===== src/hw/rtl/ckmc_pkg.sv =====
// ----------------------------------------------------------------------------
// ckmc_pkg: shared types and constants for the color key mask centroid block
// Holds field widths, frame limits, register indexes and the word formats
// that pass between the front end, the queue and the back end.
// ----------------------------------------------------------------------------
package ckmc_pkg;

  localparam int MAX_WIDTH  = 4096;
  localparam int MAX_HEIGHT = 4096;

  localparam int PIX_W  = 8;
  localparam int FW_W   = 13;
  localparam int COL_W  = $clog2(MAX_WIDTH);
  localparam int ROW_W  = $clog2(MAX_HEIGHT);
  localparam int CEN_W  = 12;
  localparam int CNT_W  = 25;
  localparam int SUM_W  = 36;
  localparam int ITER_W = $clog2(CEN_W);

  localparam int HIT_CAP = MAX_WIDTH * MAX_HEIGHT;

  localparam int CFG_IDX_W  = 3;
  localparam int CFG_DATA_W = 13;

  localparam int QUEUE_DEPTH = 4;

  localparam logic [PIX_W-1:0] KEY_RED_RST   = PIX_W'(208);
  localparam logic [PIX_W-1:0] KEY_GREEN_RST = PIX_W'(138);
  localparam logic [PIX_W-1:0] KEY_BLUE_RST  = PIX_W'(116);
  localparam logic [PIX_W-1:0] TOL_RST       = PIX_W'(25);
  localparam logic [FW_W-1:0]  FW_RST        = FW_W'(640);

  typedef enum logic [CFG_IDX_W-1:0] {
    CFG_KEY_RED     = 3'd0,
    CFG_KEY_GREEN   = 3'd1,
    CFG_KEY_BLUE    = 3'd2,
    CFG_TOLERANCE   = 3'd3,
    CFG_FRAME_WIDTH = 3'd4
  } cfg_idx_e;

  typedef enum logic [1:0] {
    BK_IDLE,
    BK_DIV,
    BK_DONE
  } back_state_e;

  typedef struct packed {
    logic [PIX_W-1:0] key_red;
    logic [PIX_W-1:0] key_green;
    logic [PIX_W-1:0] key_blue;
    logic [PIX_W-1:0] tolerance;
    logic [FW_W-1:0]  frame_width;
  } cfg_t;

  // One word per accepted pixel. Sums and count are filled in on the last
  // pixel of a frame only and are zero otherwise.
  typedef struct packed {
    logic             mask;
    logic             last;
    logic [SUM_W-1:0] sum_x;
    logic [SUM_W-1:0] sum_y;
    logic [CNT_W-1:0] count;
  } entry_t;

  function automatic logic near_key(logic [PIX_W-1:0] pix, logic [PIX_W-1:0] key,
                                    logic [PIX_W-1:0] tol);
    logic [PIX_W-1:0] diff;
    diff = (pix >= key) ? (pix - key) : (key - pix);
    return diff <= tol;
  endfunction

endpackage


===== src/hw/rtl/ckmc_front.sv =====
// ----------------------------------------------------------------------------
// ckmc_front: pixel classification and frame accumulation
// Marks pixels near the key color, tracks the raster position and keeps the
// marked count and position sums. Emits one queue word per pixel.
// ----------------------------------------------------------------------------
module ckmc_front (
  input  logic                       clk_i,
  input  logic                       rst_ni,
  input  ckmc_pkg::cfg_t             cfg_i,
  input  logic                       take_i,
  input  logic [ckmc_pkg::PIX_W-1:0] red_i,
  input  logic [ckmc_pkg::PIX_W-1:0] green_i,
  input  logic [ckmc_pkg::PIX_W-1:0] blue_i,
  input  logic                       last_pixel_i,
  output ckmc_pkg::entry_t           entry_o
);

  logic [ckmc_pkg::COL_W-1:0] column_q, column_d;
  logic [ckmc_pkg::ROW_W-1:0] row_q, row_d;
  logic [ckmc_pkg::CNT_W-1:0] hit_count_q, hit_count_d;
  logic [ckmc_pkg::SUM_W-1:0] sum_x_q, sum_x_d;
  logic [ckmc_pkg::SUM_W-1:0] sum_y_q, sum_y_d;

  logic                      hit;
  logic                      add;
  logic [ckmc_pkg::FW_W-1:0] act_width;
  logic [ckmc_pkg::FW_W-1:0] col_inc;
  logic [ckmc_pkg::CNT_W-1:0] cnt_new;
  logic [ckmc_pkg::SUM_W-1:0] sx_new;
  logic [ckmc_pkg::SUM_W-1:0] sy_new;

  assign hit = ckmc_pkg::near_key(red_i, cfg_i.key_red, cfg_i.tolerance) &&
               ckmc_pkg::near_key(green_i, cfg_i.key_green, cfg_i.tolerance) &&
               ckmc_pkg::near_key(blue_i, cfg_i.key_blue, cfg_i.tolerance);

  // Once the count reaches the cap, marked pixels no longer accumulate.
  assign add = hit && (hit_count_q < ckmc_pkg::CNT_W'(ckmc_pkg::HIT_CAP));

  assign cnt_new = add ? hit_count_q + ckmc_pkg::CNT_W'(1) : hit_count_q;
  assign sx_new  = add ? sum_x_q + ckmc_pkg::SUM_W'(column_q) : sum_x_q;
  assign sy_new  = add ? sum_y_q + ckmc_pkg::SUM_W'(row_q) : sum_y_q;

  always_comb begin
    if (cfg_i.frame_width == '0) begin
      act_width = ckmc_pkg::FW_W'(1);
    end else if (cfg_i.frame_width > ckmc_pkg::FW_W'(ckmc_pkg::MAX_WIDTH)) begin
      act_width = ckmc_pkg::FW_W'(ckmc_pkg::MAX_WIDTH);
    end else begin
      act_width = cfg_i.frame_width;
    end
  end

  assign col_inc = ckmc_pkg::FW_W'(column_q) + ckmc_pkg::FW_W'(1);

  always_comb begin
    column_d    = column_q;
    row_d       = row_q;
    hit_count_d = hit_count_q;
    sum_x_d     = sum_x_q;
    sum_y_d     = sum_y_q;
    if (take_i) begin
      if (last_pixel_i) begin
        column_d    = '0;
        row_d       = '0;
        hit_count_d = '0;
        sum_x_d     = '0;
        sum_y_d     = '0;
      end else begin
        hit_count_d = cnt_new;
        sum_x_d     = sx_new;
        sum_y_d     = sy_new;
        // A narrowed width within a frame wraps the column at once.
        if (col_inc >= act_width) begin
          column_d = '0;
          if (row_q != ckmc_pkg::ROW_W'(ckmc_pkg::MAX_HEIGHT - 1)) begin
            row_d = row_q + ckmc_pkg::ROW_W'(1);
          end
        end else begin
          column_d = col_inc[ckmc_pkg::COL_W-1:0];
        end
      end
    end
  end

  always_ff @(posedge clk_i or negedge rst_ni) begin
    if (!rst_ni) begin
      column_q    <= '0;
      row_q       <= '0;
      hit_count_q <= '0;
      sum_x_q     <= '0;
      sum_y_q     <= '0;
    end else begin
      column_q    <= column_d;
      row_q       <= row_d;
      hit_count_q <= hit_count_d;
      sum_x_q     <= sum_x_d;
      sum_y_q     <= sum_y_d;
    end
  end

  always_comb begin
    entry_o.mask  = hit;
    entry_o.last  = last_pixel_i;
    entry_o.sum_x = last_pixel_i ? sx_new : '0;
    entry_o.sum_y = last_pixel_i ? sy_new : '0;
    entry_o.count = last_pixel_i ? cnt_new : '0;
  end

endmodule


===== src/hw/rtl/ckmc_fifo.sv =====
// ----------------------------------------------------------------------------
// ckmc_fifo: short word queue between front end and back end
// Register based first-in first-out buffer; the head word is always visible.
// ----------------------------------------------------------------------------
module ckmc_fifo (
  input  logic             clk_i,
  input  logic             rst_ni,
  input  logic             wr_i,
  input  ckmc_pkg::entry_t wdata_i,
  input  logic             rd_i,
  output ckmc_pkg::entry_t rdata_o,
  output logic             full_o,
  output logic             empty_o
);

  localparam int PTR_W = $clog2(ckmc_pkg::QUEUE_DEPTH);
  localparam int FILL_W = PTR_W + 1;

  ckmc_pkg::entry_t slot_q [ckmc_pkg::QUEUE_DEPTH];

  logic [PTR_W-1:0]  wr_ptr_q, wr_ptr_d;
  logic [PTR_W-1:0]  rd_ptr_q, rd_ptr_d;
  logic [FILL_W-1:0] fill_q, fill_d;
  logic              do_wr;
  logic              do_rd;

  assign full_o  = (fill_q == FILL_W'(ckmc_pkg::QUEUE_DEPTH));
  assign empty_o = (fill_q == '0);
  assign do_wr   = wr_i && !full_o;
  assign do_rd   = rd_i && !empty_o;
  assign rdata_o = slot_q[rd_ptr_q];

  always_comb begin
    wr_ptr_d = do_wr ? wr_ptr_q + PTR_W'(1) : wr_ptr_q;
    rd_ptr_d = do_rd ? rd_ptr_q + PTR_W'(1) : rd_ptr_q;
    fill_d   = fill_q;
    if (do_wr && !do_rd) begin
      fill_d = fill_q + FILL_W'(1);
    end else if (do_rd && !do_wr) begin
      fill_d = fill_q - FILL_W'(1);
    end
  end

  always_ff @(posedge clk_i or negedge rst_ni) begin
    if (!rst_ni) begin
      wr_ptr_q <= '0;
      rd_ptr_q <= '0;
      fill_q   <= '0;
    end else begin
      wr_ptr_q <= wr_ptr_d;
      rd_ptr_q <= rd_ptr_d;
      fill_q   <= fill_d;
    end
  end

  always_ff @(posedge clk_i) begin
    if (do_wr) begin
      slot_q[wr_ptr_q] <= wdata_i;
    end
  end

endmodule


===== src/hw/rtl/ckmc_back.sv =====
// ----------------------------------------------------------------------------
// ckmc_back: result formation and centroid division
// Passes ordinary pixel words to the output register and runs two restoring
// dividers side by side for the centroid of each frame with marked pixels.
// ----------------------------------------------------------------------------
module ckmc_back (
  input  logic                        clk_i,
  input  logic                        rst_ni,
  input  ckmc_pkg::entry_t            entry_i,
  input  logic                        q_empty_i,
  output logic                        q_pop_o,
  output logic                        empty_o,
  input  logic                        pop_i,
  output logic                        mask_on_o,
  output logic                        frame_done_o,
  output logic [ckmc_pkg::CEN_W-1:0]  centroid_x_o,
  output logic [ckmc_pkg::CEN_W-1:0]  centroid_y_o,
  output logic [ckmc_pkg::CNT_W-1:0]  marked_count_o,
  output logic                        no_marked_o
);

  localparam int CEN_W  = ckmc_pkg::CEN_W;
  localparam int CNT_W  = ckmc_pkg::CNT_W;
  localparam int SUM_W  = ckmc_pkg::SUM_W;
  localparam int ITER_W = ckmc_pkg::ITER_W;

  ckmc_pkg::back_state_e state_q, state_d;

  logic             start_div;
  logic             step_div;
  logic             load_direct;
  logic             load_div;
  logic             out_free;

  logic [ITER_W-1:0] iter_q;
  logic [CNT_W-1:0]  divisor_q;
  logic [CNT_W-1:0]  rem_x_q, rem_y_q;
  logic [CEN_W-1:0]  dvd_x_q, dvd_y_q;
  logic [CEN_W-1:0]  quo_x_q, quo_y_q;
  logic              mask_hold_q;

  logic [CNT_W:0]    sh_x, sh_y;
  logic              ge_x, ge_y;
  logic [CNT_W:0]    dif_x, dif_y;

  logic              res_valid_q;

  assign out_free = !res_valid_q || pop_i;
  assign empty_o  = !res_valid_q;

  always_comb begin
    state_d = state_q;
    case (state_q)
      ckmc_pkg::BK_IDLE: begin
        if (!q_empty_i && out_free && entry_i.last && entry_i.count != '0) begin
          state_d = ckmc_pkg::BK_DIV;
        end
      end
      ckmc_pkg::BK_DIV: begin
        if (iter_q == ITER_W'(CEN_W - 1)) begin
          state_d = ckmc_pkg::BK_DONE;
        end
      end
      ckmc_pkg::BK_DONE: begin
        if (out_free) begin
          state_d = ckmc_pkg::BK_IDLE;
        end
      end
      default: state_d = ckmc_pkg::BK_IDLE;
    endcase
  end

  always_comb begin
    q_pop_o     = 1'b0;
    start_div   = 1'b0;
    step_div    = 1'b0;
    load_direct = 1'b0;
    load_div    = 1'b0;
    case (state_q)
      ckmc_pkg::BK_IDLE: begin
        if (!q_empty_i && out_free) begin
          q_pop_o = 1'b1;
          if (entry_i.last && entry_i.count != '0) begin
            start_div = 1'b1;
          end else begin
            load_direct = 1'b1;
          end
        end
      end
      ckmc_pkg::BK_DIV:  step_div = 1'b1;
      ckmc_pkg::BK_DONE: load_div = out_free;
      default: ;
    endcase
  end

  // The mean of positions below 4096 fits the quotient in CEN_W bits, so the
  // partial remainder starts from the dividend's upper bits and one quotient
  // bit is produced per cycle.
  assign sh_x  = {rem_x_q, dvd_x_q[CEN_W-1]};
  assign sh_y  = {rem_y_q, dvd_y_q[CEN_W-1]};
  assign dif_x = sh_x - {1'b0, divisor_q};
  assign dif_y = sh_y - {1'b0, divisor_q};
  assign ge_x  = sh_x >= {1'b0, divisor_q};
  assign ge_y  = sh_y >= {1'b0, divisor_q};

  always_ff @(posedge clk_i or negedge rst_ni) begin
    if (!rst_ni) begin
      state_q     <= ckmc_pkg::BK_IDLE;
      iter_q      <= '0;
      res_valid_q <= 1'b0;
    end else begin
      state_q <= state_d;
      if (start_div) begin
        iter_q <= '0;
      end else if (step_div) begin
        iter_q <= iter_q + ITER_W'(1);
      end
      if (load_direct || load_div) begin
        res_valid_q <= 1'b1;
      end else if (pop_i) begin
        res_valid_q <= 1'b0;
      end
    end
  end

  always_ff @(posedge clk_i) begin
    if (start_div) begin
      divisor_q   <= entry_i.count;
      mask_hold_q <= entry_i.mask;
      rem_x_q     <= CNT_W'(entry_i.sum_x[SUM_W-1:CEN_W]);
      rem_y_q     <= CNT_W'(entry_i.sum_y[SUM_W-1:CEN_W]);
      dvd_x_q     <= entry_i.sum_x[CEN_W-1:0];
      dvd_y_q     <= entry_i.sum_y[CEN_W-1:0];
      quo_x_q     <= '0;
      quo_y_q     <= '0;
    end else if (step_div) begin
      rem_x_q <= ge_x ? dif_x[CNT_W-1:0] : sh_x[CNT_W-1:0];
      rem_y_q <= ge_y ? dif_y[CNT_W-1:0] : sh_y[CNT_W-1:0];
      dvd_x_q <= {dvd_x_q[CEN_W-2:0], 1'b0};
      dvd_y_q <= {dvd_y_q[CEN_W-2:0], 1'b0};
      quo_x_q <= {quo_x_q[CEN_W-2:0], ge_x};
      quo_y_q <= {quo_y_q[CEN_W-2:0], ge_y};
    end
  end

  always_ff @(posedge clk_i) begin
    if (load_direct) begin
      mask_on_o      <= entry_i.mask;
      frame_done_o   <= entry_i.last;
      centroid_x_o   <= '0;
      centroid_y_o   <= '0;
      marked_count_o <= entry_i.count;
      no_marked_o    <= entry_i.last && (entry_i.count == '0);
    end else if (load_div) begin
      mask_on_o      <= mask_hold_q;
      frame_done_o   <= 1'b1;
      centroid_x_o   <= quo_x_q;
      centroid_y_o   <= quo_y_q;
      marked_count_o <= divisor_q;
      no_marked_o    <= 1'b0;
    end
  end

endmodule


===== src/hw/rtl/color_key_mask_centroid_top.sv =====
// ----------------------------------------------------------------------------
// color_key_mask_centroid_top: color key mask with per-frame centroid
// Marks pixels close to a key color and reports the mean position of the
// marked pixels at the end of every frame.
// ----------------------------------------------------------------------------
//  Channel  | Handshake            | Payload
//  ---------+----------------------+-------------------------------------------
//  pixel in | push_i / full_o      | red_i, green_i, blue_i, last_pixel_i
//  result   | pop_i / empty_o      | mask_on_o, frame_done_o, centroid_x_o,
//           |                      | centroid_y_o, marked_count_o, no_marked_o
//  config   | cfg_we_i             | cfg_addr_i, cfg_wdata_i
//
// A pixel is classified and accumulated when accepted and its result is
// registered after the queue. Ordinary pixels flow at one word per cycle
// unless a result waits or a division runs. The last pixel of a frame with
// marked pixels holds the back end to load, run the centroid dividers and
// write the result; a four-word queue absorbs that and full_o rises only when
// it fills. Reset restores register defaults and empties queue and result.
module color_key_mask_centroid_top (
  input  logic                            clk_i,
  input  logic                            rst_ni,
  input  logic                            cfg_we_i,
  input  logic [ckmc_pkg::CFG_IDX_W-1:0]  cfg_addr_i,
  input  logic [ckmc_pkg::CFG_DATA_W-1:0] cfg_wdata_i,
  input  logic                            push_i,
  output logic                            full_o,
  input  logic [ckmc_pkg::PIX_W-1:0]      red_i,
  input  logic [ckmc_pkg::PIX_W-1:0]      green_i,
  input  logic [ckmc_pkg::PIX_W-1:0]      blue_i,
  input  logic                            last_pixel_i,
  output logic                            empty_o,
  input  logic                            pop_i,
  output logic                            mask_on_o,
  output logic                            frame_done_o,
  output logic [ckmc_pkg::CEN_W-1:0]      centroid_x_o,
  output logic [ckmc_pkg::CEN_W-1:0]      centroid_y_o,
  output logic [ckmc_pkg::CNT_W-1:0]      marked_count_o,
  output logic                            no_marked_o
);

  ckmc_pkg::cfg_t   cfg_q;
  ckmc_pkg::entry_t front_word;
  ckmc_pkg::entry_t head_word;
  logic             take;
  logic             q_pop;
  logic             q_empty;

  always_ff @(posedge clk_i or negedge rst_ni) begin
    if (!rst_ni) begin
      cfg_q.key_red     <= ckmc_pkg::KEY_RED_RST;
      cfg_q.key_green   <= ckmc_pkg::KEY_GREEN_RST;
      cfg_q.key_blue    <= ckmc_pkg::KEY_BLUE_RST;
      cfg_q.tolerance   <= ckmc_pkg::TOL_RST;
      cfg_q.frame_width <= ckmc_pkg::FW_RST;
    end else if (cfg_we_i) begin
      case (cfg_addr_i)
        ckmc_pkg::CFG_KEY_RED:     cfg_q.key_red     <= cfg_wdata_i[ckmc_pkg::PIX_W-1:0];
        ckmc_pkg::CFG_KEY_GREEN:   cfg_q.key_green   <= cfg_wdata_i[ckmc_pkg::PIX_W-1:0];
        ckmc_pkg::CFG_KEY_BLUE:    cfg_q.key_blue    <= cfg_wdata_i[ckmc_pkg::PIX_W-1:0];
        ckmc_pkg::CFG_TOLERANCE:   cfg_q.tolerance   <= cfg_wdata_i[ckmc_pkg::PIX_W-1:0];
        ckmc_pkg::CFG_FRAME_WIDTH: cfg_q.frame_width <= cfg_wdata_i[ckmc_pkg::FW_W-1:0];
        default: ;
      endcase
    end
  end

  assign take = push_i && !full_o;

  ckmc_front u_front (
    .clk_i        (clk_i),
    .rst_ni       (rst_ni),
    .cfg_i        (cfg_q),
    .take_i       (take),
    .red_i        (red_i),
    .green_i      (green_i),
    .blue_i       (blue_i),
    .last_pixel_i (last_pixel_i),
    .entry_o      (front_word)
  );

  ckmc_fifo u_fifo (
    .clk_i   (clk_i),
    .rst_ni  (rst_ni),
    .wr_i    (take),
    .wdata_i (front_word),
    .rd_i    (q_pop),
    .rdata_o (head_word),
    .full_o  (full_o),
    .empty_o (q_empty)
  );

  ckmc_back u_back (
    .clk_i          (clk_i),
    .rst_ni         (rst_ni),
    .entry_i        (head_word),
    .q_empty_i      (q_empty),
    .q_pop_o        (q_pop),
    .empty_o        (empty_o),
    .pop_i          (pop_i),
    .mask_on_o      (mask_on_o),
    .frame_done_o   (frame_done_o),
    .centroid_x_o   (centroid_x_o),
    .centroid_y_o   (centroid_y_o),
    .marked_count_o (marked_count_o),
    .no_marked_o    (no_marked_o)
  );

endmodule


===== config.mk =====
export PLATFORM = sky130hd
export DESIGN_NAME = color_key_mask_centroid_top
export DESIGN_NICKNAME = d
export VERILOG_FILES = /design/src/hw/rtl/ckmc_pkg.sv /design/src/hw/rtl/ckmc_front.sv /design/src/hw/rtl/ckmc_fifo.sv /design/src/hw/rtl/ckmc_back.sv /design/src/hw/rtl/color_key_mask_centroid_top.sv
export SDC_FILE = /design/constraint.sdc
export NUM_CORES = 1
export LEC_CHECK = 0
export ABC_AREA = 1
export BUFFER_PORTS_ARGS = -buffer_cell sky130_fd_sc_hd__buf_4
export CAP_MARGIN = 20
export CORE_MARGIN = 2
export CORE_UTILIZATION = 40
export CTS_BUF_LIST = sky130_fd_sc_hd__clkbuf_4 sky130_fd_sc_hd__clkbuf_8
export CTS_CLUSTER_DIAMETER = 200
export DETAILED_ROUTE_END_ITERATION = 10
export HOLD_SLACK_MARGIN = 0.15
export SYNTH_ARGS = -nofsm -noshare
export SYNTH_HDL_FRONTEND = slang
export SYNTH_SLANG_ARGS = --single-unit

===== constraint.sdc =====
create_clock -name clk_i -period 6.1 [get_ports clk_i]
set_clock_uncertainty 0.2 [all_clocks]
set_input_delay 0.61 -clock clk_i [delete_from_list [all_inputs] [get_ports clk_i]]
set_output_delay 0.61 -clock clk_i [all_outputs]
set_load 0.01 [all_outputs]

==> results.ini <==
[floorplan]
rows = 119
dieArea_um2 = 108000
initial_utilization = 0.402
chipHeight_um = 328
die_width_um = 328
io_pins = 100
core_area_um2 = 105000

[pwr]
powerDensity_nw_per_um2 = 531
p_leak_nw = 21.4
finalPower_mw = 25.2
ir_drop_mv = 0.495

[worst_setup_path]
worst-path-buf-inv = 4
crit_slowest_cell = dfstp_2
rr_startpoint = cfg_q[30]$_DFFE_PN1P_
required_ns = 6.47
rr_endpoint = u_fifo.slot_q[2][72]$_DFFE_PP_
startpoint_type = register
worst-path-max-fanout = 42
cp-end-kind = register
critPathMaxStageDelay_ns = 0.57
cpMostUsedCell = nand2_1
rrSetupSlack_ns = 1.28
worstPathArrival_ns = 5.19
path_class = reg -> reg
reg2reg_depth = 25
critPathTopFamily = simple AND/OR/NAND/NOR gates

[sta]
tns_ns = 0
worst_slack_ns = 1.28
fin_crit_sh = 0.791
timing.fmax_mhz = 207
hold_violations = 0
fin_crit_ns = 4.82
setup_violations = 0
holdWs_ns = 0.235
rsz0062_at_grt = false
worst_pin_slew_ns = 1.07
relSlewSlack = 0.281
final-max-slew-violation-count = 0

[cts]
ctsResizeCount = 0
cts_sinks = 752
cts_made_buffers = 135
cts.path.max_buffers = 3
h-tree-depth = 4
cts-root-buf = clkbuf_8
hold_buffers = 18
clock_latency_ns = 0.82
cts_tree = done
postCtsSetupBuffers = 0
clk_pin_slew_ns = 0.06

[min_path]
hp-class = in -> reg
holdCritStartpoint = push_i
hold_end = u_front.column_q[5]$_DFFE_PN0P_
holdPathStages = 5

[drt]
drc = 0
vias_per_cell = 5.09
dr.pass1.iters = 6
vias = 34634
postRouteAntennaNets = 0
drtIter0Drc = 2651
drt-total-wl_um = 118000
avgRoutedWirePerCell_um = 17.4

[place]
placed_cells_incl_taps = 6532
io_buffers = 99
hpwl_um = 81100
gp_congestion = 0.951
postPlaceCellArea_um2 = 44300
dpl_worst_slack_ns = 0.972

[global_routing]
antenna_found_initial = 2
grt_pass1_wl_um = 187000
grt_max_degree = 130
gr-usage-all-layers = 0.221
grt_pass1_vias = 33237
grt_overflow = 0

[layout]
design_area_um2 = 47400
finalNetCount = 5518
layout-drive-gt1-share = 0.0775
area.growth.synth_to_final_pct = 12.6
final_cells = 6802
fin_util = 0.452

[synthesis]
ys_warn_count = 0
synthTopCellsByCount = nand2_1, inv_1, edfxtp_1
yosys.cell_count.top_type = nand2_1
synth.distinct_cells = 47
synth_area_leaders = edfxtp_1, nand2_1, dfrtp_1
synthFlopType = edfxtp_1
ys_seq_elements = 752
synth_nets = 5407
yosys.area.top_type = edfxtp_1
synth_cells = 5185
postSynthAreaPerCell_um2 = 8.12
ys_seq_area_frac = 0.503
syn_area_um2 = 42100
synth_edf_count = 522
async_flop_share = 0.239
yosys.area.top_type_share = 0.372

[status]
outcome = finished clean

[job]
drv_cap = 0

-- where the power goes --
part,switching [mW],internal (mW)
clock network,2.20,2.88
logic,8.14,3.48
registers,0.745,7.72
total,11.1,14.1
-- placed cells by master, fill, tap and decap left out, types with 8 or more instances in the layout --
cell type,count
xnor2_1,32
dfstp_2,15
o21bai_1,10
edfxtp_1,522
o221ai_1,8
dfrtp_1,163
a21oi_1,160
nor3_1,56
a32o_1,22
o21ai_1,10
ha_1,165
nand2_1,1843
nor2_1,461
xor2_1,95
clkbuf_4,48
bufinv_16,9
dfxtp_1,50
o22ai_1,50
clkbuf_8,145
fa_1,11
inv_1,541
nand3_1,328
buf_4,135
nand4_1,105
o21ai_0,274
buf_12,8
dlygate4sd3_1,17
clkinv_2,14
clkinv_1,22
-- state kept, by name, indices dropped and copies added, names as in the netlist, 25 cells and up --
signal,count
u_back.divisor_q,25
u_front.sum_y_q,36
u_back.rem_x_q,25
u_front.hit_count_q,25
u_front.sum_x_q,36
u_fifo.slot_q,396
u_back.rem_y_q,25
cfg_q,45
u_back.marked_count_o,25
-- layer usage --
layer  part of all wire  up-vias  GRT usage
met5                  0        -          0
met4              0.025        0     0.0723
met3              0.052      176     0.0297
met2               0.47      882      0.364
met1               0.45    16322      0.301
li1                   -    17254          -
-- cell type report --
type / instances / area [um^2]
Inverter: 547 / 2060
Multi-Input combinational cell: 3698 / 18100
Clock inverter: 57 / 553
Tap cell: 1391 / 1740
Sequential cell: 752 / 21200
Fill cell: 10342 / 57400
Antenna cell: 3 / 7.51
Timing Repair Buffer: 162 / 1390
Clock buffer: 192 / 2340
-- worst max-delay path by stage --
stage	slack (ns)	cells past startpoint	start	end
after global placement	1.08	28	green_i[0]	u_fifo.slot_q[3][51]$_DFFE_PP_
after global routing	0.75	25	cfg_q[30]$_DFFE_PN1P_	u_fifo.slot_q[2][72]$_DFFE_PP_
final	1.28	25	cfg_q[30]$_DFFE_PN1P_	u_fifo.slot_q[2][72]$_DFFE_PP_
after CTS	1.23	25	cfg_q[30]$_DFFE_PN1P_	u_fifo.slot_q[1][28]$_DFFE_PP_
after floorplan	-0.09	5	push_i	u_fifo.slot_q[0][0]$_DFFE_PP_
after detailed placement	0.97	28	green_i[0]	u_fifo.slot_q[0][58]$_DFFE_PP_
-- cells by family after synthesis --
group | count (synthesis) | share of synthesized area
AOI/OAI and AO/OA | 555 | 0.0726
and+or+nand+nor | 2834 | 0.273
xor gates and xnor gates | 127 | 0.0264
adders and majority gates | 176 | 0.0543
muxes | 6 | 0.00157
buffers and inverters | 735 | 0.0687
DFF | 752 | 0.503
-- worst register-to-register path, stage by stage (launching register included) --
cell	delay, ns
dfstp_2	0.57
inv_1	0.08
fa_1	0.45
nand2_1	0.09
nand2_1	0.07
nand2_1	0.07
nand3_1	0.28
inv_1	0.21
nand2_1	0.08
nand2_1	0.06
nand2_1	0.05
nand2_1	0.06
inv_1	0.04
ha_1	0.28
a21oi_1	0.13
nor2_1	0.06
nor3_1	0.12
nand2_1	0.07
nand2_1	0.11
nand2_1	0.07
nor2_1	0.40
nand2_4	0.33
buf_12	0.31
nand2_1	0.11
nand2_1	0.06
nor2_1	0.23
Power figures use the tool's default switching activity.
